File: src/tedq_pkg.sv
`timescale 1ns / 1ps

package tedq_pkg;

   localparam int MODE_W  = 3;
   localparam int TIME_W  = 32;
   localparam int DELTA_W = 16;
   localparam int KEY_W   = 10;
   localparam int DELAY_W = 10;
   localparam int SUM_W   = 27;
   localparam int KIND_W  = 2;
   localparam int DATA_W  = 32;
   localparam int ENTRY_W = TIME_W + KIND_W + DATA_W;
   localparam int CSR_IDX_W = 2;

   localparam logic [DELAY_W-1:0] DELAY_CAP_MS = DELAY_W'(1000);

   localparam logic [MODE_W-1:0] MODE_MOVE   = 3'd0;
   localparam logic [MODE_W-1:0] MODE_BUTTON = 3'd1;
   localparam logic [MODE_W-1:0] MODE_WHEEL  = 3'd2;
   localparam logic [MODE_W-1:0] MODE_DRAIN  = 3'd3;
   localparam logic [MODE_W-1:0] MODE_CLEAR  = 3'd4;

   localparam logic [KIND_W-1:0] KIND_MOVE   = 2'd0;
   localparam logic [KIND_W-1:0] KIND_BUTTON = 2'd1;
   localparam logic [KIND_W-1:0] KIND_WHEEL  = 2'd2;

   localparam logic [CSR_IDX_W-1:0] CSR_RELEASE_DELAY  = 2'd0;
   localparam logic [CSR_IDX_W-1:0] CSR_WHEEL_UP_KEY   = 2'd1;
   localparam logic [CSR_IDX_W-1:0] CSR_WHEEL_DOWN_KEY = 2'd2;

   typedef enum logic [2:0] {
      ST_IDLE,
      ST_READ,
      ST_CHECK,
      ST_RELEASE,
      ST_TOTAL
   } ctrl_state_type;

   typedef struct packed {
      logic enq;
      logic clear;
      logic drain_start;
      logic rd_en;
      logic acc;
      logic pop;
      logic emit_button;
      logic emit_press;
      logic emit_release;
      logic emit_total;
   } ctrl_cmd_type;

   typedef struct packed {
      logic              empty;
      logic              due;
      logic [KIND_W-1:0] kind;
      logic              out_free;
   } ctrl_status_type;

endpackage

File: src/tedq_chan_if.sv
`timescale 1ns / 1ps

interface tedq_req_if
   import tedq_pkg::*;
   ();
   logic                      valid;
   logic                      ready;
   logic [MODE_W-1:0]         mode;
   logic [TIME_W-1:0]         now_ms;
   logic signed [DELTA_W-1:0] move_x;
   logic signed [DELTA_W-1:0] move_y;
   logic [KEY_W-1:0]          key_code;
   logic                      key_down;
   logic                      wheel_up;

   modport source (output valid, mode, now_ms, move_x, move_y, key_code, key_down,
                   wheel_up, input ready);
   modport sink (input valid, mode, now_ms, move_x, move_y, key_code, key_down,
                 wheel_up, output ready);
endinterface

interface tedq_rsp_if
   import tedq_pkg::*;
   ();
   logic                    valid;
   logic                    ready;
   logic                    result_kind;
   logic [KEY_W-1:0]        event_key;
   logic                    event_down;
   logic signed [SUM_W-1:0] sum_x;
   logic signed [SUM_W-1:0] sum_y;
   logic                    last;

   modport source (output valid, result_kind, event_key, event_down, sum_x, sum_y,
                   last, input ready);
   modport sink (input valid, result_kind, event_key, event_down, sum_x, sum_y,
                 last, output ready);
endinterface

interface tedq_csr_if
   import tedq_pkg::*;
   ();
   logic                 valid;
   logic                 ready;
   logic [CSR_IDX_W-1:0] index;
   logic [DELAY_W-1:0]   data;

   modport source (output valid, index, data, input ready);
   modport sink (input valid, index, data, output ready);
endinterface

File: src/tedq_ram.sv
`timescale 1ns / 1ps

module tedq_ram #(
   parameter int WIDTH = 66,
   parameter int DEPTH = 16
) (
   input  logic                     clock,
   input  logic                     wr_en,
   input  logic [$clog2(DEPTH)-1:0] wr_addr,
   input  logic [WIDTH-1:0]         wr_data,
   input  logic                     rd_en,
   input  logic [$clog2(DEPTH)-1:0] rd_addr,
   output logic [WIDTH-1:0]         rd_data
);

   logic [WIDTH-1:0] mem_ff [DEPTH];
   logic [WIDTH-1:0] rd_data_ff;

   always_ff @(posedge clock) begin
      if (wr_en) begin
         mem_ff[wr_addr] <= wr_data;
      end
      if (rd_en) begin
         rd_data_ff <= mem_ff[rd_addr];
      end
   end

   assign rd_data = rd_data_ff;

endmodule

File: src/tedq_ctrl.sv
`timescale 1ns / 1ps

module tedq_ctrl
   import tedq_pkg::*;
(
   input  logic              clock,
   input  logic              reset,
   input  logic              req_valid,
   input  logic [MODE_W-1:0] req_mode,
   output logic              req_ready,
   input  ctrl_status_type   status,
   output ctrl_cmd_type      cmd
);

   ctrl_state_type state_ff, state_in;

   always_ff @(posedge clock) begin
      if (reset) begin
         state_ff <= ST_IDLE;
      end else begin
         state_ff <= state_in;
      end
   end

   always_comb begin
      state_in  = state_ff;
      req_ready = 1'b0;
      cmd       = '0;
      case (state_ff)
         ST_IDLE: begin
            req_ready = 1'b1;
            if (req_valid) begin
               case (req_mode)
                  MODE_MOVE, MODE_BUTTON, MODE_WHEEL: begin
                     cmd.enq = 1'b1;
                  end
                  MODE_DRAIN: begin
                     cmd.drain_start = 1'b1;
                     state_in        = ST_READ;
                  end
                  MODE_CLEAR: begin
                     cmd.clear = 1'b1;
                  end
                  default: begin
                  end
               endcase
            end
         end
         ST_READ: begin
            if (status.empty) begin
               state_in = ST_TOTAL;
            end else begin
               cmd.rd_en = 1'b1;
               state_in  = ST_CHECK;
            end
         end
         ST_CHECK: begin
            if (!status.due) begin
               state_in = ST_TOTAL;
            end else begin
               case (status.kind)
                  KIND_MOVE: begin
                     cmd.acc  = 1'b1;
                     cmd.pop  = 1'b1;
                     state_in = ST_READ;
                  end
                  KIND_BUTTON: begin
                     if (status.out_free) begin
                        cmd.emit_button = 1'b1;
                        cmd.pop         = 1'b1;
                        state_in        = ST_READ;
                     end
                  end
                  KIND_WHEEL: begin
                     if (status.out_free) begin
                        cmd.emit_press = 1'b1;
                        state_in       = ST_RELEASE;
                     end
                  end
                  default: begin
                     cmd.pop  = 1'b1;
                     state_in = ST_READ;
                  end
               endcase
            end
         end
         ST_RELEASE: begin
            if (status.out_free) begin
               cmd.emit_release = 1'b1;
               cmd.pop          = 1'b1;
               state_in         = ST_READ;
            end
         end
         ST_TOTAL: begin
            if (status.out_free) begin
               cmd.emit_total = 1'b1;
               state_in       = ST_IDLE;
            end
         end
         default: begin
            state_in = ST_IDLE;
         end
      endcase
   end

endmodule

File: src/tedq_datapath.sv
`timescale 1ns / 1ps

module tedq_datapath
   import tedq_pkg::*;
#(
   parameter int QUEUE_DEPTH = 16
) (
   input  logic                      clock,
   input  logic                      reset,
   input  ctrl_cmd_type              cmd,
   output ctrl_status_type           status,
   input  logic [MODE_W-1:0]         req_mode,
   input  logic [TIME_W-1:0]         req_now_ms,
   input  logic signed [DELTA_W-1:0] req_move_x,
   input  logic signed [DELTA_W-1:0] req_move_y,
   input  logic [KEY_W-1:0]          req_key_code,
   input  logic                      req_key_down,
   input  logic                      req_wheel_up,
   input  logic                      csr_valid,
   input  logic [CSR_IDX_W-1:0]      csr_index,
   input  logic [DELAY_W-1:0]        csr_data,
   input  logic                      rsp_ready,
   output logic                      rsp_valid,
   output logic                      rsp_result_kind,
   output logic [KEY_W-1:0]          rsp_event_key,
   output logic                      rsp_event_down,
   output logic signed [SUM_W-1:0]   rsp_sum_x,
   output logic signed [SUM_W-1:0]   rsp_sum_y,
   output logic                      rsp_last
);

   localparam int IDX_W = $clog2(QUEUE_DEPTH);
   localparam int CNT_W = $clog2(QUEUE_DEPTH + 1);
   localparam logic [IDX_W-1:0] LAST_IDX = IDX_W'(QUEUE_DEPTH - 1);
   localparam logic [CNT_W-1:0] FULL_CNT = CNT_W'(QUEUE_DEPTH);

   logic [DELAY_W-1:0] release_delay_ff;
   logic [KEY_W-1:0]   wheel_up_key_ff;
   logic [KEY_W-1:0]   wheel_down_key_ff;

   logic [IDX_W-1:0] write_pos_ff, write_pos_in;
   logic [IDX_W-1:0] read_pos_ff, read_pos_in;
   logic [CNT_W-1:0] fill_ff, fill_in;

   logic [TIME_W-1:0]  drain_now_ff;
   logic [DELAY_W-1:0] drain_delay_ff;
   logic signed [SUM_W-1:0] sum_x_ff, sum_y_ff;

   logic [KIND_W-1:0]  enq_kind;
   logic [DATA_W-1:0]  enq_data;
   logic [ENTRY_W-1:0] wr_entry;
   logic [ENTRY_W-1:0] rd_entry;
   logic [TIME_W-1:0]  ent_time;
   logic [KIND_W-1:0]  ent_kind;
   logic [DATA_W-1:0]  ent_data;
   logic [TIME_W-1:0]  age;
   logic [KEY_W-1:0]   wheel_key;

   logic                    rsp_valid_ff;
   logic                    rsp_kind_ff;
   logic [KEY_W-1:0]        rsp_key_ff;
   logic                    rsp_down_ff;
   logic signed [SUM_W-1:0] rsp_sum_x_ff, rsp_sum_y_ff;
   logic                    rsp_last_ff;
   logic                    out_free;

   function automatic logic [IDX_W-1:0] next_pos(input logic [IDX_W-1:0] pos);
      return (pos == LAST_IDX) ? '0 : pos + 1'b1;
   endfunction

   always_ff @(posedge clock) begin
      if (reset) begin
         release_delay_ff  <= '0;
         wheel_up_key_ff   <= '0;
         wheel_down_key_ff <= '0;
      end else if (csr_valid) begin
         case (csr_index)
            CSR_RELEASE_DELAY:  release_delay_ff  <= csr_data;
            CSR_WHEEL_UP_KEY:   wheel_up_key_ff   <= csr_data;
            CSR_WHEEL_DOWN_KEY: wheel_down_key_ff <= csr_data;
            default: begin
            end
         endcase
      end
   end

   always_comb begin
      enq_kind = KIND_MOVE;
      enq_data = {req_move_y, req_move_x};
      case (req_mode)
         MODE_BUTTON: begin
            enq_kind = KIND_BUTTON;
            enq_data = {(DATA_W - KEY_W - 1)'(0), req_key_down, req_key_code};
         end
         MODE_WHEEL: begin
            enq_kind = KIND_WHEEL;
            enq_data = {(DATA_W - 1)'(0), req_wheel_up};
         end
         default: begin
         end
      endcase
   end

   assign wr_entry = {req_now_ms, enq_kind, enq_data};

   tedq_ram #(
      .WIDTH (ENTRY_W),
      .DEPTH (QUEUE_DEPTH)
   ) u_ram (
      .clock   (clock),
      .wr_en   (cmd.enq),
      .wr_addr (write_pos_ff),
      .wr_data (wr_entry),
      .rd_en   (cmd.rd_en),
      .rd_addr (read_pos_ff),
      .rd_data (rd_entry)
   );

   assign {ent_time, ent_kind, ent_data} = rd_entry;

   always_comb begin
      write_pos_in = write_pos_ff;
      read_pos_in  = read_pos_ff;
      fill_in      = fill_ff;
      if (cmd.clear) begin
         write_pos_in = '0;
         read_pos_in  = '0;
         fill_in      = '0;
      end else if (cmd.enq) begin
         write_pos_in = next_pos(write_pos_ff);
         if (fill_ff == FULL_CNT) begin
            read_pos_in = next_pos(read_pos_ff);
         end else begin
            fill_in = fill_ff + 1'b1;
         end
      end else if (cmd.pop) begin
         read_pos_in = next_pos(read_pos_ff);
         fill_in     = fill_ff - 1'b1;
      end
   end

   always_ff @(posedge clock) begin
      if (reset) begin
         write_pos_ff <= '0;
         read_pos_ff  <= '0;
         fill_ff      <= '0;
      end else begin
         write_pos_ff <= write_pos_in;
         read_pos_ff  <= read_pos_in;
         fill_ff      <= fill_in;
      end
   end

   always_ff @(posedge clock) begin
      if (cmd.drain_start) begin
         drain_now_ff   <= req_now_ms;
         drain_delay_ff <= (release_delay_ff > DELAY_CAP_MS) ? DELAY_CAP_MS
                                                             : release_delay_ff;
         sum_x_ff       <= '0;
         sum_y_ff       <= '0;
      end else if (cmd.acc) begin
         sum_x_ff <= sum_x_ff + SUM_W'(signed'(ent_data[DELTA_W-1:0]));
         sum_y_ff <= sum_y_ff + SUM_W'(signed'(ent_data[2*DELTA_W-1:DELTA_W]));
      end
   end

   assign age       = drain_now_ff - ent_time;
   assign wheel_key = ent_data[0] ? wheel_up_key_ff : wheel_down_key_ff;
   assign out_free  = !rsp_valid_ff || rsp_ready;

   assign status.empty    = (fill_ff == '0);
   assign status.due      = (age >= {(TIME_W - DELAY_W)'(0), drain_delay_ff});
   assign status.kind     = ent_kind;
   assign status.out_free = out_free;

   always_ff @(posedge clock) begin
      if (reset) begin
         rsp_valid_ff <= 1'b0;
      end else if (cmd.emit_button || cmd.emit_press || cmd.emit_release
                   || cmd.emit_total) begin
         rsp_valid_ff <= 1'b1;
      end else if (rsp_ready) begin
         rsp_valid_ff <= 1'b0;
      end
   end

   always_ff @(posedge clock) begin
      if (cmd.emit_button) begin
         rsp_kind_ff  <= 1'b0;
         rsp_key_ff   <= ent_data[KEY_W-1:0];
         rsp_down_ff  <= ent_data[KEY_W];
         rsp_sum_x_ff <= '0;
         rsp_sum_y_ff <= '0;
         rsp_last_ff  <= 1'b0;
      end else if (cmd.emit_press || cmd.emit_release) begin
         rsp_kind_ff  <= 1'b0;
         rsp_key_ff   <= wheel_key;
         rsp_down_ff  <= cmd.emit_press;
         rsp_sum_x_ff <= '0;
         rsp_sum_y_ff <= '0;
         rsp_last_ff  <= 1'b0;
      end else if (cmd.emit_total) begin
         rsp_kind_ff  <= 1'b1;
         rsp_key_ff   <= '0;
         rsp_down_ff  <= 1'b0;
         rsp_sum_x_ff <= sum_x_ff;
         rsp_sum_y_ff <= sum_y_ff;
         rsp_last_ff  <= 1'b1;
      end
   end

   assign rsp_valid       = rsp_valid_ff;
   assign rsp_result_kind = rsp_kind_ff;
   assign rsp_event_key   = rsp_key_ff;
   assign rsp_event_down  = rsp_down_ff;
   assign rsp_sum_x       = rsp_sum_x_ff;
   assign rsp_sum_y       = rsp_sum_y_ff;
   assign rsp_last        = rsp_last_ff;

endmodule

File: src/timestamped_event_delay_queue.sv
// Ring queue of timestamped input events with delayed release.
// The req_chan channel carries one item per transfer: a move, button or wheel
// event to enqueue, stamped with now_ms, a drain, or a clear. When the ring
// is full, an enqueue overwrites the oldest entry. An enqueue or a clear
// leaves the block idle, and req_chan stays ready for another item.
// A drain walks the ring oldest first and releases entries while their age
// is at least the configured release delay (capped at 1000 ms), and stops at
// the first entry that is not yet due. Each entry passes a ring memory read
// and then an age compare, and a wheel entry adds a release step, since it
// gives a press and then a release transfer. A drain always ends with a
// movement total with last set, and the total is valid in the cycle in which
// req_chan is ready again.
// Results leave through an output register on rsp_chan. When the receiver
// stalls, the drain waits on the pending result, and req_chan stays not ready
// until the drain has finished. Configuration writes on csr_chan are always
// accepted and must only be made while the block is idle.
// Reset empties the queue and clears the configuration registers to zero.
`timescale 1ns / 1ps

module timestamped_event_delay_queue
   import tedq_pkg::*;
#(
   parameter int QUEUE_DEPTH = 16
) (
   input  logic       clock,
   input  logic       reset,
   tedq_req_if.sink   req_chan,
   tedq_rsp_if.source rsp_chan,
   tedq_csr_if.sink   csr_chan
);

   ctrl_cmd_type    cmd;
   ctrl_status_type status;

   assign csr_chan.ready = 1'b1;

   tedq_ctrl u_ctrl (
      .clock     (clock),
      .reset     (reset),
      .req_valid (req_chan.valid),
      .req_mode  (req_chan.mode),
      .req_ready (req_chan.ready),
      .status    (status),
      .cmd       (cmd)
   );

   tedq_datapath #(
      .QUEUE_DEPTH (QUEUE_DEPTH)
   ) u_datapath (
      .clock           (clock),
      .reset           (reset),
      .cmd             (cmd),
      .status          (status),
      .req_mode        (req_chan.mode),
      .req_now_ms      (req_chan.now_ms),
      .req_move_x      (req_chan.move_x),
      .req_move_y      (req_chan.move_y),
      .req_key_code    (req_chan.key_code),
      .req_key_down    (req_chan.key_down),
      .req_wheel_up    (req_chan.wheel_up),
      .csr_valid       (csr_chan.valid),
      .csr_index       (csr_chan.index),
      .csr_data        (csr_chan.data),
      .rsp_ready       (rsp_chan.ready),
      .rsp_valid       (rsp_chan.valid),
      .rsp_result_kind (rsp_chan.result_kind),
      .rsp_event_key   (rsp_chan.event_key),
      .rsp_event_down  (rsp_chan.event_down),
      .rsp_sum_x       (rsp_chan.sum_x),
      .rsp_sum_y       (rsp_chan.sum_y),
      .rsp_last        (rsp_chan.last)
   );

endmodule
File: src/flat_wrapper.sv
// flat-port wrapper written by rule: the top's interface ports become plain ports
module timestamped_event_delay_queue_flat import tedq_pkg::*;
#(
   parameter int QUEUE_DEPTH = 16
)
  (clock, reset, req_chan_valid, req_chan_mode, req_chan_now_ms, req_chan_move_x, req_chan_move_y, req_chan_key_code, req_chan_key_down, req_chan_wheel_up, req_chan_ready, rsp_chan_valid, rsp_chan_result_kind, rsp_chan_event_key, rsp_chan_event_down, rsp_chan_sum_x, rsp_chan_sum_y, rsp_chan_last, rsp_chan_ready, csr_chan_valid, csr_chan_index, csr_chan_data, csr_chan_ready);
  tedq_req_if req_chan_i ();
  tedq_rsp_if rsp_chan_i ();
  tedq_csr_if csr_chan_i ();
  input  logic clock;
  input  logic reset;
  input wire logic [$bits(req_chan_i.valid)-1:0] req_chan_valid;
  input wire logic [$bits(req_chan_i.mode)-1:0] req_chan_mode;
  input wire logic [$bits(req_chan_i.now_ms)-1:0] req_chan_now_ms;
  input wire logic [$bits(req_chan_i.move_x)-1:0] req_chan_move_x;
  input wire logic [$bits(req_chan_i.move_y)-1:0] req_chan_move_y;
  input wire logic [$bits(req_chan_i.key_code)-1:0] req_chan_key_code;
  input wire logic [$bits(req_chan_i.key_down)-1:0] req_chan_key_down;
  input wire logic [$bits(req_chan_i.wheel_up)-1:0] req_chan_wheel_up;
  output wire logic [$bits(req_chan_i.ready)-1:0] req_chan_ready;
  output wire logic [$bits(rsp_chan_i.valid)-1:0] rsp_chan_valid;
  output wire logic [$bits(rsp_chan_i.result_kind)-1:0] rsp_chan_result_kind;
  output wire logic [$bits(rsp_chan_i.event_key)-1:0] rsp_chan_event_key;
  output wire logic [$bits(rsp_chan_i.event_down)-1:0] rsp_chan_event_down;
  output wire logic [$bits(rsp_chan_i.sum_x)-1:0] rsp_chan_sum_x;
  output wire logic [$bits(rsp_chan_i.sum_y)-1:0] rsp_chan_sum_y;
  output wire logic [$bits(rsp_chan_i.last)-1:0] rsp_chan_last;
  input wire logic [$bits(rsp_chan_i.ready)-1:0] rsp_chan_ready;
  input wire logic [$bits(csr_chan_i.valid)-1:0] csr_chan_valid;
  input wire logic [$bits(csr_chan_i.index)-1:0] csr_chan_index;
  input wire logic [$bits(csr_chan_i.data)-1:0] csr_chan_data;
  output wire logic [$bits(csr_chan_i.ready)-1:0] csr_chan_ready;
  assign req_chan_i.valid = req_chan_valid;
  assign req_chan_i.mode = req_chan_mode;
  assign req_chan_i.now_ms = req_chan_now_ms;
  assign req_chan_i.move_x = req_chan_move_x;
  assign req_chan_i.move_y = req_chan_move_y;
  assign req_chan_i.key_code = req_chan_key_code;
  assign req_chan_i.key_down = req_chan_key_down;
  assign req_chan_i.wheel_up = req_chan_wheel_up;
  assign req_chan_ready = req_chan_i.ready;
  assign rsp_chan_valid = rsp_chan_i.valid;
  assign rsp_chan_result_kind = rsp_chan_i.result_kind;
  assign rsp_chan_event_key = rsp_chan_i.event_key;
  assign rsp_chan_event_down = rsp_chan_i.event_down;
  assign rsp_chan_sum_x = rsp_chan_i.sum_x;
  assign rsp_chan_sum_y = rsp_chan_i.sum_y;
  assign rsp_chan_last = rsp_chan_i.last;
  assign rsp_chan_i.ready = rsp_chan_ready;
  assign csr_chan_i.valid = csr_chan_valid;
  assign csr_chan_i.index = csr_chan_index;
  assign csr_chan_i.data = csr_chan_data;
  assign csr_chan_ready = csr_chan_i.ready;
  timestamped_event_delay_queue #(.QUEUE_DEPTH(QUEUE_DEPTH)) u_core (.clock(clock), .reset(reset), .req_chan(req_chan_i), .rsp_chan(rsp_chan_i), .csr_chan(csr_chan_i));
endmodule
File: config.mk
export PLATFORM = sky130hd
export DESIGN_NAME = timestamped_event_delay_queue_flat
export DESIGN_NICKNAME = d
export VERILOG_FILES = /design/src/tedq_pkg.sv /design/src/tedq_chan_if.sv /design/src/tedq_ram.sv /design/src/tedq_ctrl.sv /design/src/tedq_datapath.sv /design/src/timestamped_event_delay_queue.sv /design/src/flat_wrapper.sv
export SDC_FILE = /design/constraint.sdc
export NUM_CORES = 2
export LEC_CHECK = 0
export ABC_AREA = 1
export BUFFER_PORTS_ARGS = -buffer_cell sky130_fd_sc_hd__buf_2
export CAP_MARGIN = 20
export CORE_ASPECT_RATIO = 1.75
export CORE_MARGIN = 5
export CORE_UTILIZATION = 40
export CTS_CLUSTER_SIZE = 12
export DETAILED_ROUTE_END_ITERATION = 8
export PLACE_DENSITY = 0.58
export SYNTH_ARGS = -nofsm -noshare
export SYNTH_HDL_FRONTEND = slang
export SYNTH_SLANG_ARGS = --single-unit
File: constraint.sdc
create_clock -name clock -period 5.9 [get_ports clock]
set_input_delay 0 -clock clock [delete_from_list [all_inputs] [get_ports clock]]
set_output_delay 0 -clock clock [all_outputs]
set_load 0.01 [all_outputs]
-- After elaboration in Yosys (flattened, before gate mapping)
Memory sizes are Yosys's and may differ from the RTL's. A register that Yosys moved wholly into a read port is not among the register bits.
Cells that the tools add are included.
- register bits: 209
- memory bits (writable): 1056
- bits of input ports: 96
- output and inout port bits: 70
- word-level logic and storage cells: 121
- memories kept: 1
- memories (name ; words ; bits a word ; read ports ; clocked after memory_dff ; wr ports ; RTL line ; source):
    u_core.u_datapath.u_ram.mem_ff ; 16 ; 66 ; 1 ; 1 ; 1 ; tedq_ram.sv:16 ; logic [WIDTH-1:0] mem_ff [DEPTH];
- add/subtract/negate cells: 7
- magnitude comparators: 2
- equality and inequality tests: 21
- mux-type cells: 50
- reduce and logical (&&, ||, !) cells: 23
- operator list (operator ; number):
    case mux 32 bit (2 select lines) ; 1
    adder 27 x 16 -> 27 bit ; 2
    2-to-1 mux 10 bit ; 4
    greater-or-equal comparator 32 x 10 -> 1 bit ; 1
    subtractor 32 bit ; 1
    2-to-1 mux 3 bit ; 9
    2-to-1 mux 4 bit ; 6
    2-to-1 mux 1 bit ; 20
    2-to-1 mux 5 bit ; 3
    case mux 3 bit (5 select lines) ; 1
    == test 3 x 2 -> 1 bit (second input constant) ; 4
    greater-than comparator 10 bit (second input constant) ; 1
    AND reduction 2 bit ; 5
    adder 4 x 1 -> 4 bit (second input constant) ; 2
    == test 4 bit (second input constant) ; 2
    != test 2 bit (second input constant) ; 4
    == test 3 x 1 -> 1 bit (second input constant) ; 2
    == test 3 bit (second input constant) ; 2
    logical NOT 3 bit ; 2
    case mux 3 bit (2 select lines) ; 1
    adder 5 x 1 -> 5 bit (second input constant) ; 1
    == test 5 bit (second input constant) ; 1
    logical NOT 5 bit ; 1
    logical OR 1 bit ; 5
    other kinds (15) ; 22

-- Longest topological paths before layout
- depth in word-level cells: 10
- gate-level depth with buffers: 27
- depth with buffers taken out: 26

-- Hierarchy
Synthesis repeated with hierarchy kept, for this count alone.
- cells, all modules: 6470
- area, all modules: 61621.6 µm²
- by module, submodules not included (module ; instances ; cells an instance ; area an instance (µm²) ; seq. area each (µm²)):
    tedq_ram ; 1 ; 4341 ; 47458.0 ; 33692.3
    tedq_datapath ; 1 ; 2052 ; 13730.7 ; 4654.5
    tedq_ctrl ; 1 ; 75 ; 421.7 ; 60.1
    timestamped_event_delay_queue ; 1 ; 2 ; 11.3 ; 0.0

-- Worst setup path before layout
OpenSTA, ideal clock, no wires.
- path type: flip-flop to flip-flop
- from: register u_core.u_ctrl.state_ff[2]
- to: memory u_core.u_datapath.u_ram.mem_ff[11][0] (enable)
- arrival time: 4362 ps
- slack: 1048 ps
- stages on the path, launching flop included: 11
- buffers on the path: 1
- period minus slack after synthesis: 4852 ps
- cells stage by stage: dfxtp_1 > clkbuf_1 > inv_1 > nand2_1 > inv_1 > nand2_1 > nor2_1 > inv_1 > nor2_1 > nand2_1 > nor2_1
- cells in the longest elaborated chain, start to end: 4
- ends and longest elaborated chain (what ; RTL line ; source):
    start, declared ; tedq_ctrl.sv:15 ; ctrl_state_type state_ff, state_in;
    start signal, assigned ; tedq_ctrl.sv:21 ; state_ff <= state_in;
    logical NOT 3 bit ; tedq_ctrl.sv:29 ; case (state_ff)
    2-to-1 mux 3 bit ; tedq_ctrl.sv:29 ;
    2-to-1 mux 1 bit ; tedq_ram.sv:20 ; if (wr_en) begin
    2-to-1 mux 1 bit (implied by the code) ; tedq_ram.sv:21 ; mem_ff[wr_addr] <= wr_data;
    end, declared ; tedq_ram.sv:16 ;
No other way between the ends.

-- Final worst setup path
- from: register u_core.u_datapath.drain_now_ff[6]
- to: register u_core.u_datapath.rsp_key_ff[9] (netlist: u_core.u_datapath.rsp_event_key[9]) (data pin)
- cells in the longest elaborated chain, start to end: 7
- ends and longest elaborated chain (what ; RTL line ; source):
    start, declared ; tedq_datapath.sv:45 ; logic [TIME_W-1:0] drain_now_ff;
    start signal, assigned ; tedq_datapath.sv:156 ; drain_now_ff <= req_now_ms;
    subtractor 32 bit * ; tedq_datapath.sv:167 ; assign age = drain_now_ff - ent_time;
    greater-or-equal comparator 32 x 10 -> 1 bit * ; tedq_datapath.sv:172 ; assign status.due = (age >= {(TIME_W - DELAY_W)'(0), drain_delay_ff});
    2-to-1 mux 4 bit * ; tedq_ctrl.sv:58 ; if (!status.due) begin
    2-to-1 mux 2 bit * ; tedq_ctrl.sv:29 ;
    logical OR 1 bit ; tedq_datapath.sv:195 ; end else if (cmd.emit_press || cmd.emit_release) begin
    2-to-1 mux 10 bit ; tedq_datapath.sv:195 ;
    2-to-1 mux 10 bit * ; tedq_datapath.sv:188 ; if (cmd.emit_button) begin
    end signal, assigned ; tedq_datapath.sv:190 ; rsp_key_ff <= ent_data[KEY_W-1:0];
    end signal, assigned ; tedq_datapath.sv:197 ; rsp_key_ff <= wheel_key;
    end, declared ; tedq_datapath.sv:61 ; logic [KEY_W-1:0] rsp_key_ff;
Mark *: on every way between the ends. The rest lies on a longest branch, timed or not.
A chain may end at the register's enable or synchronous reset.

==> reports/summary.txt <==
CTS Root Cell = clkbuf_16
CTS tree = built
sequential area share after synthesis = 0.677
Final Max Slew Viols = 0
postcts setup bufs = 0
Skew-Pair Late Insertion Delay = 0.76 ns
# hold bufs at CTS = 112
CTS Buf Count = 132
Worst Path Max Fanout = 56
Critical path buffers and inverters = 3
most used flip-flop cell after synthesis = edfxtp_1
Hold Path Class = in -> reg
Post-Syn Instances = 4730
Finished Cell Area = 64700 um2
Total Wirelength = 153000 um
fin crit period = 4.42 ns
Slowest cell on crit path = nand2_8
Vias = 37700
DR pass1 iterations = 6
Leak Pwr = 22.7 nW
num ports = 166
clock sinks = 1331
Cell Chain, Critical Path = ha_1 -> nand2_2 -> inv_2 -> nand2_1 -> nand2_1 -> inv_2 -> nand2_1 -> xor2_1 -> ha_1 -> a21oi_1 -> o21a_1 -> nand2_1 -> nand2_1 -> nand3_1 -> nor2_1 -> nand3_1 -> nor2_2 -> nand3_4 -> nand2_2 -> nor2_4 -> nor2_4 -> nand2_8 -> inv_2 -> nor2_1
post_cts resized = 0
DR vias/cell = 5.50
first-pass GRT wire length = 229000 um
vias in the first global route = 37500
layout cell share with drive strength beyond 1 = 0.102
Data required, critical path = 6.40 ns
syn nets = 4934
Rel. slew slack = 0.273
ys async rst share = 0
GRT overflow = 0
Sequential Power Share = 0.540
Layout area overhead = 13.9%
design internal power = 15.2 mW
CP arrival = 4.91 ns
initial cell density of the core = 0.401
switching power = 4.36 mW
CP top delay family = simple AND/OR/NAND/NOR gates
max-cap viol count = 0
setup slack after layout = 1.48 ns
flops & latches, synth = 1331
Final Setup Violations = 0
critical path capture point type = flop
Placer Congestion = 0.899
Cell Area, Synth = 56800 um2
Clock Path Buffers = 3
Core Util, Final = 0.457
EDFF count, synth = 1175
synth unique cells = 50
P per Cell Area = 303 nW/um2
post-DP HPWL = 88200 um
Hold Fails Final Rpt = 0
antenna-violating nets left = 0
Startpoint Class = flop
Die Height = 508 um
gr usage total = 0.199
Placement Setup Slack = 1.40 ns
RSZ-0062 raised after global routing = no
max frequency = 226 MHz
cell row count = 183
Clk pin slew, worst setup/hold paths = 0.06 ns
worst slew pin tran = 1.09 ns
dpl cell area = 59700 um2
Detailed Route Iter0 Violations = 3082
Die ar. = 150000 um2
WS Path Type = reg -> reg
final setup TNS = 0 ns
H-tree Lvls = 4
Core Region = 142000 um2
outcome = finished, final reports clean
# nets final = 5154
Max VDD drop = 0.200 mV
detailed-route DRC error count = 0
clock skew = 0.0390 ns
Syn Area/Cell = 12.0 um2
die width = 295 um
drt wl/cell = 22.3 um
Synth Warn # = 0
Comb pwr share = 0.065
most frequent CP cell = nand2_1
Sw Ratio = 0.223
Final Cycle Share = 0.749
Overall Power = 19.6 mW
delay of the slowest critical-path stage = 0.50 ns
initial antenna violation count = 8
Clk pwr share = 0.395
largest net degree at the start of global routing = 164
I/O Buffers = 164
per-stage QoR:
step / hold slack (ns) / instances
4_1_cts: 0.0453 / 6847
6_report: 0.0706 / 6851
3_5_place_dp: 0.274 / 6554
3_3_place_gp: 0.279 / 6554
2_1_floorplan: 0.0691 / 4730
5_1_grt: 0.0908 / 6848
kinds of logic (layout without fill, tap and decap cells):
group / after synthesis / count (layout) / share of synthesized area
AO/OA/AOI/OAI: 904 / 904 / 0.101
XOR/XNOR: 66 / 66 / 0.0102
adder cells (fa/ha/maj): 108 / 108 / 0.0243
buffers and inverters: 528 / 795 / 0.0369
flip-flops: 1331 / 1331 / 0.677
multiplexers: 153 / 153 / 0.0270
other: 1 / 5 / 0.0000661
AND/OR/NAND/NOR: 1639 / 1639 / 0.124
layer usage:
| layer | global-route usage | wire length (um) | vias to the layer above |
|---|---|---|---|
| met4 | 0.0739 | 5660 | 6 |
| met2 | 0.350 | 77400 | 1162 |
| met3 | 0.0266 | 8060 | 315 |
| met1 | 0.252 | 61700 | 18700 |
| li1 | - | - | 17500 |
| met5 | 0 | 44 | - |
state kept, by name, summed over array words and instances, names as in the netlist, 4 cells and up:
register	flops
u_core.u_datapath.drain_delay_ff	10
u_core.u_datapath.drain_now_ff	32
u_core.u_datapath.fill_ff	5
u_core.u_datapath.read_pos_ff	4
u_core.u_datapath.release_delay_ff	10
u_core.u_datapath.rsp_event_key	10
u_core.u_datapath.rsp_sum_x	27
u_core.u_datapath.rsp_sum_y	27
u_core.u_datapath.sum_x_ff	27
u_core.u_datapath.sum_y_ff	27
u_core.u_datapath.u_ram.mem_ff	1056
u_core.u_datapath.u_ram.rd_data	66
u_core.u_datapath.wheel_down_key_ff	10
u_core.u_datapath.wheel_up_key_ff	10
u_core.u_datapath.write_pos_ff	4
layout by cell type (no fill, tap or decap), types with 7 or more instances in the layout:
cell / synthesis / routed
o21bai_1: 11 / 11
nand4_1: 22 / 22
o21ai_0: 369 / 369
xnor2_1: 26 / 26
clkbuf_1: 203 / 25
nand2_2: 9 / 8
o211ai_1: 23 / 23
buf_2: 12 / 164
clkbuf_16: 0 / 133
nor2_1: 772 / 753
inv_2: 20 / 20
nor2_2: 10 / 11
edfxtp_1: 1175 / 1175
a22o_1: 10 / 10
inv_1: 253 / 249
ha_1: 104 / 104
clkinv_8: 0 / 8
nor2_4: 54 / 72
clkinv_1: 6 / 7
buf_4: 2 / 40
nor3_1: 13 / 11
dlygate4sd3_1: 0 / 112
buf_12: 5 / 19
o221ai_1: 114 / 114
nand2_1: 539 / 539
a21oi_1: 196 / 196
xor2_1: 40 / 40
mux2i_1: 153 / 153
dfxtp_1: 156 / 153
nand3b_1: 8 / 8
o32ai_1: 153 / 153
nand3_1: 192 / 191
cells in the mapped netlist (2+ instances only):
cell,instances,area (um2)
edfxtp_1,1175,35300
nor2_1,772,2900
nand2_1,539,2020
o21ai_0,369,1850
inv_1,253,950
clkbuf_1,203,762
a21oi_1,196,981
nand3_1,192,961
dfxtp_1,156,3120
mux2i_1,153,1530
o32ai_1,153,1340
o221ai_1,114,998
ha_1,104,1300
nor2_4,54,608
xor2_1,40,350
buf_1,26,97.6
xnor2_1,26,228
o211ai_1,23,173
nand4_1,22,138
inv_2,20,75.1
nor3_1,13,65.1
buf_2,12,60.1
o21bai_1,11,82.6
a22o_1,10,87.6
nor2_2,10,62.6
nand2_2,9,56.3
nand3b_1,8,60.1
clkinv_1,6,22.5
nor4_1,6,37.5
o21a_1,6,45.0
a21boi_0,5,37.5
buf_12,5,100
a21o_1,4,30.0
a31oi_1,4,25.0
fa_1,4,80.1
nand3_2,4,40.0
nor3_2,4,40.0
o2111ai_1,3,26.3
o21ai_1,3,15.0
a211oi_1,2,15.0
buf_4,2,15.0
power by group through the flow:
| stage | clock network [mW] | logic (mW) | registers, mW |
|---|---|---|---|
| 4_1_cts | 7.91 | 1.28 | 10.6 |
| 2_1_floorplan | 0 | 0.730 | 10.8 |
| 6_report | 7.73 | 1.27 | 10.6 |
| 3_5_place_dp | 0 | 1.21 | 10.8 |
| 3_3_place_gp | 0 | 1.20 | 10.8 |
| 5_1_grt | 8.25 | 1.41 | 10.6 |
path summary, 6_finish.rpt:
check / from / end / slack, ns / depth (start not counted)
worst max register to register: u_core.u_datapath.drain_now_ff[6] / u_core.u_datapath.rsp_event_key[9] / 1.48 / 24
worst min-delay path: csr_chan_index[1] / u_core.u_datapath.release_delay_ff[4] / 0.07 / 4
worst max-delay path: u_core.u_datapath.drain_now_ff[6] / u_core.u_datapath.rsp_event_key[9] / 1.48 / 24
worst min register to register: u_core.u_datapath.rsp_last / u_core.u_datapath.rsp_last / 0.46 / 2
worst register-to-register path, stage by stage (launching register included):
cell,delay (ns)
edfxtp_1,0.37
ha_1,0.43
nand2_2,0.11
inv_2,0.07
nand2_1,0.05
nand2_1,0.10
inv_2,0.03
nand2_1,0.08
xor2_1,0.21
ha_1,0.29
a21oi_1,0.17
o21a_1,0.16
nand2_1,0.07
nand2_1,0.06
nand3_1,0.06
nor2_1,0.16
nand3_1,0.12
nor2_2,0.14
nand3_4,0.17
nand2_2,0.13
nor2_4,0.06
nor2_4,0.17
nand2_8,0.50
inv_2,0.37
nor2_1,0.09
layout make-up:
cell class	count	area, um2
diodes	4	10.0
inverters	279	1060
repair buffers	335	2620
fillers	12700	76800
well taps	1850	2310
clock inverters	21	355
multi-input cells	2871	16400
clock buffers	160	3450
flip-flops and latches	1331	38400
Power figures use the tool's default switching activity.
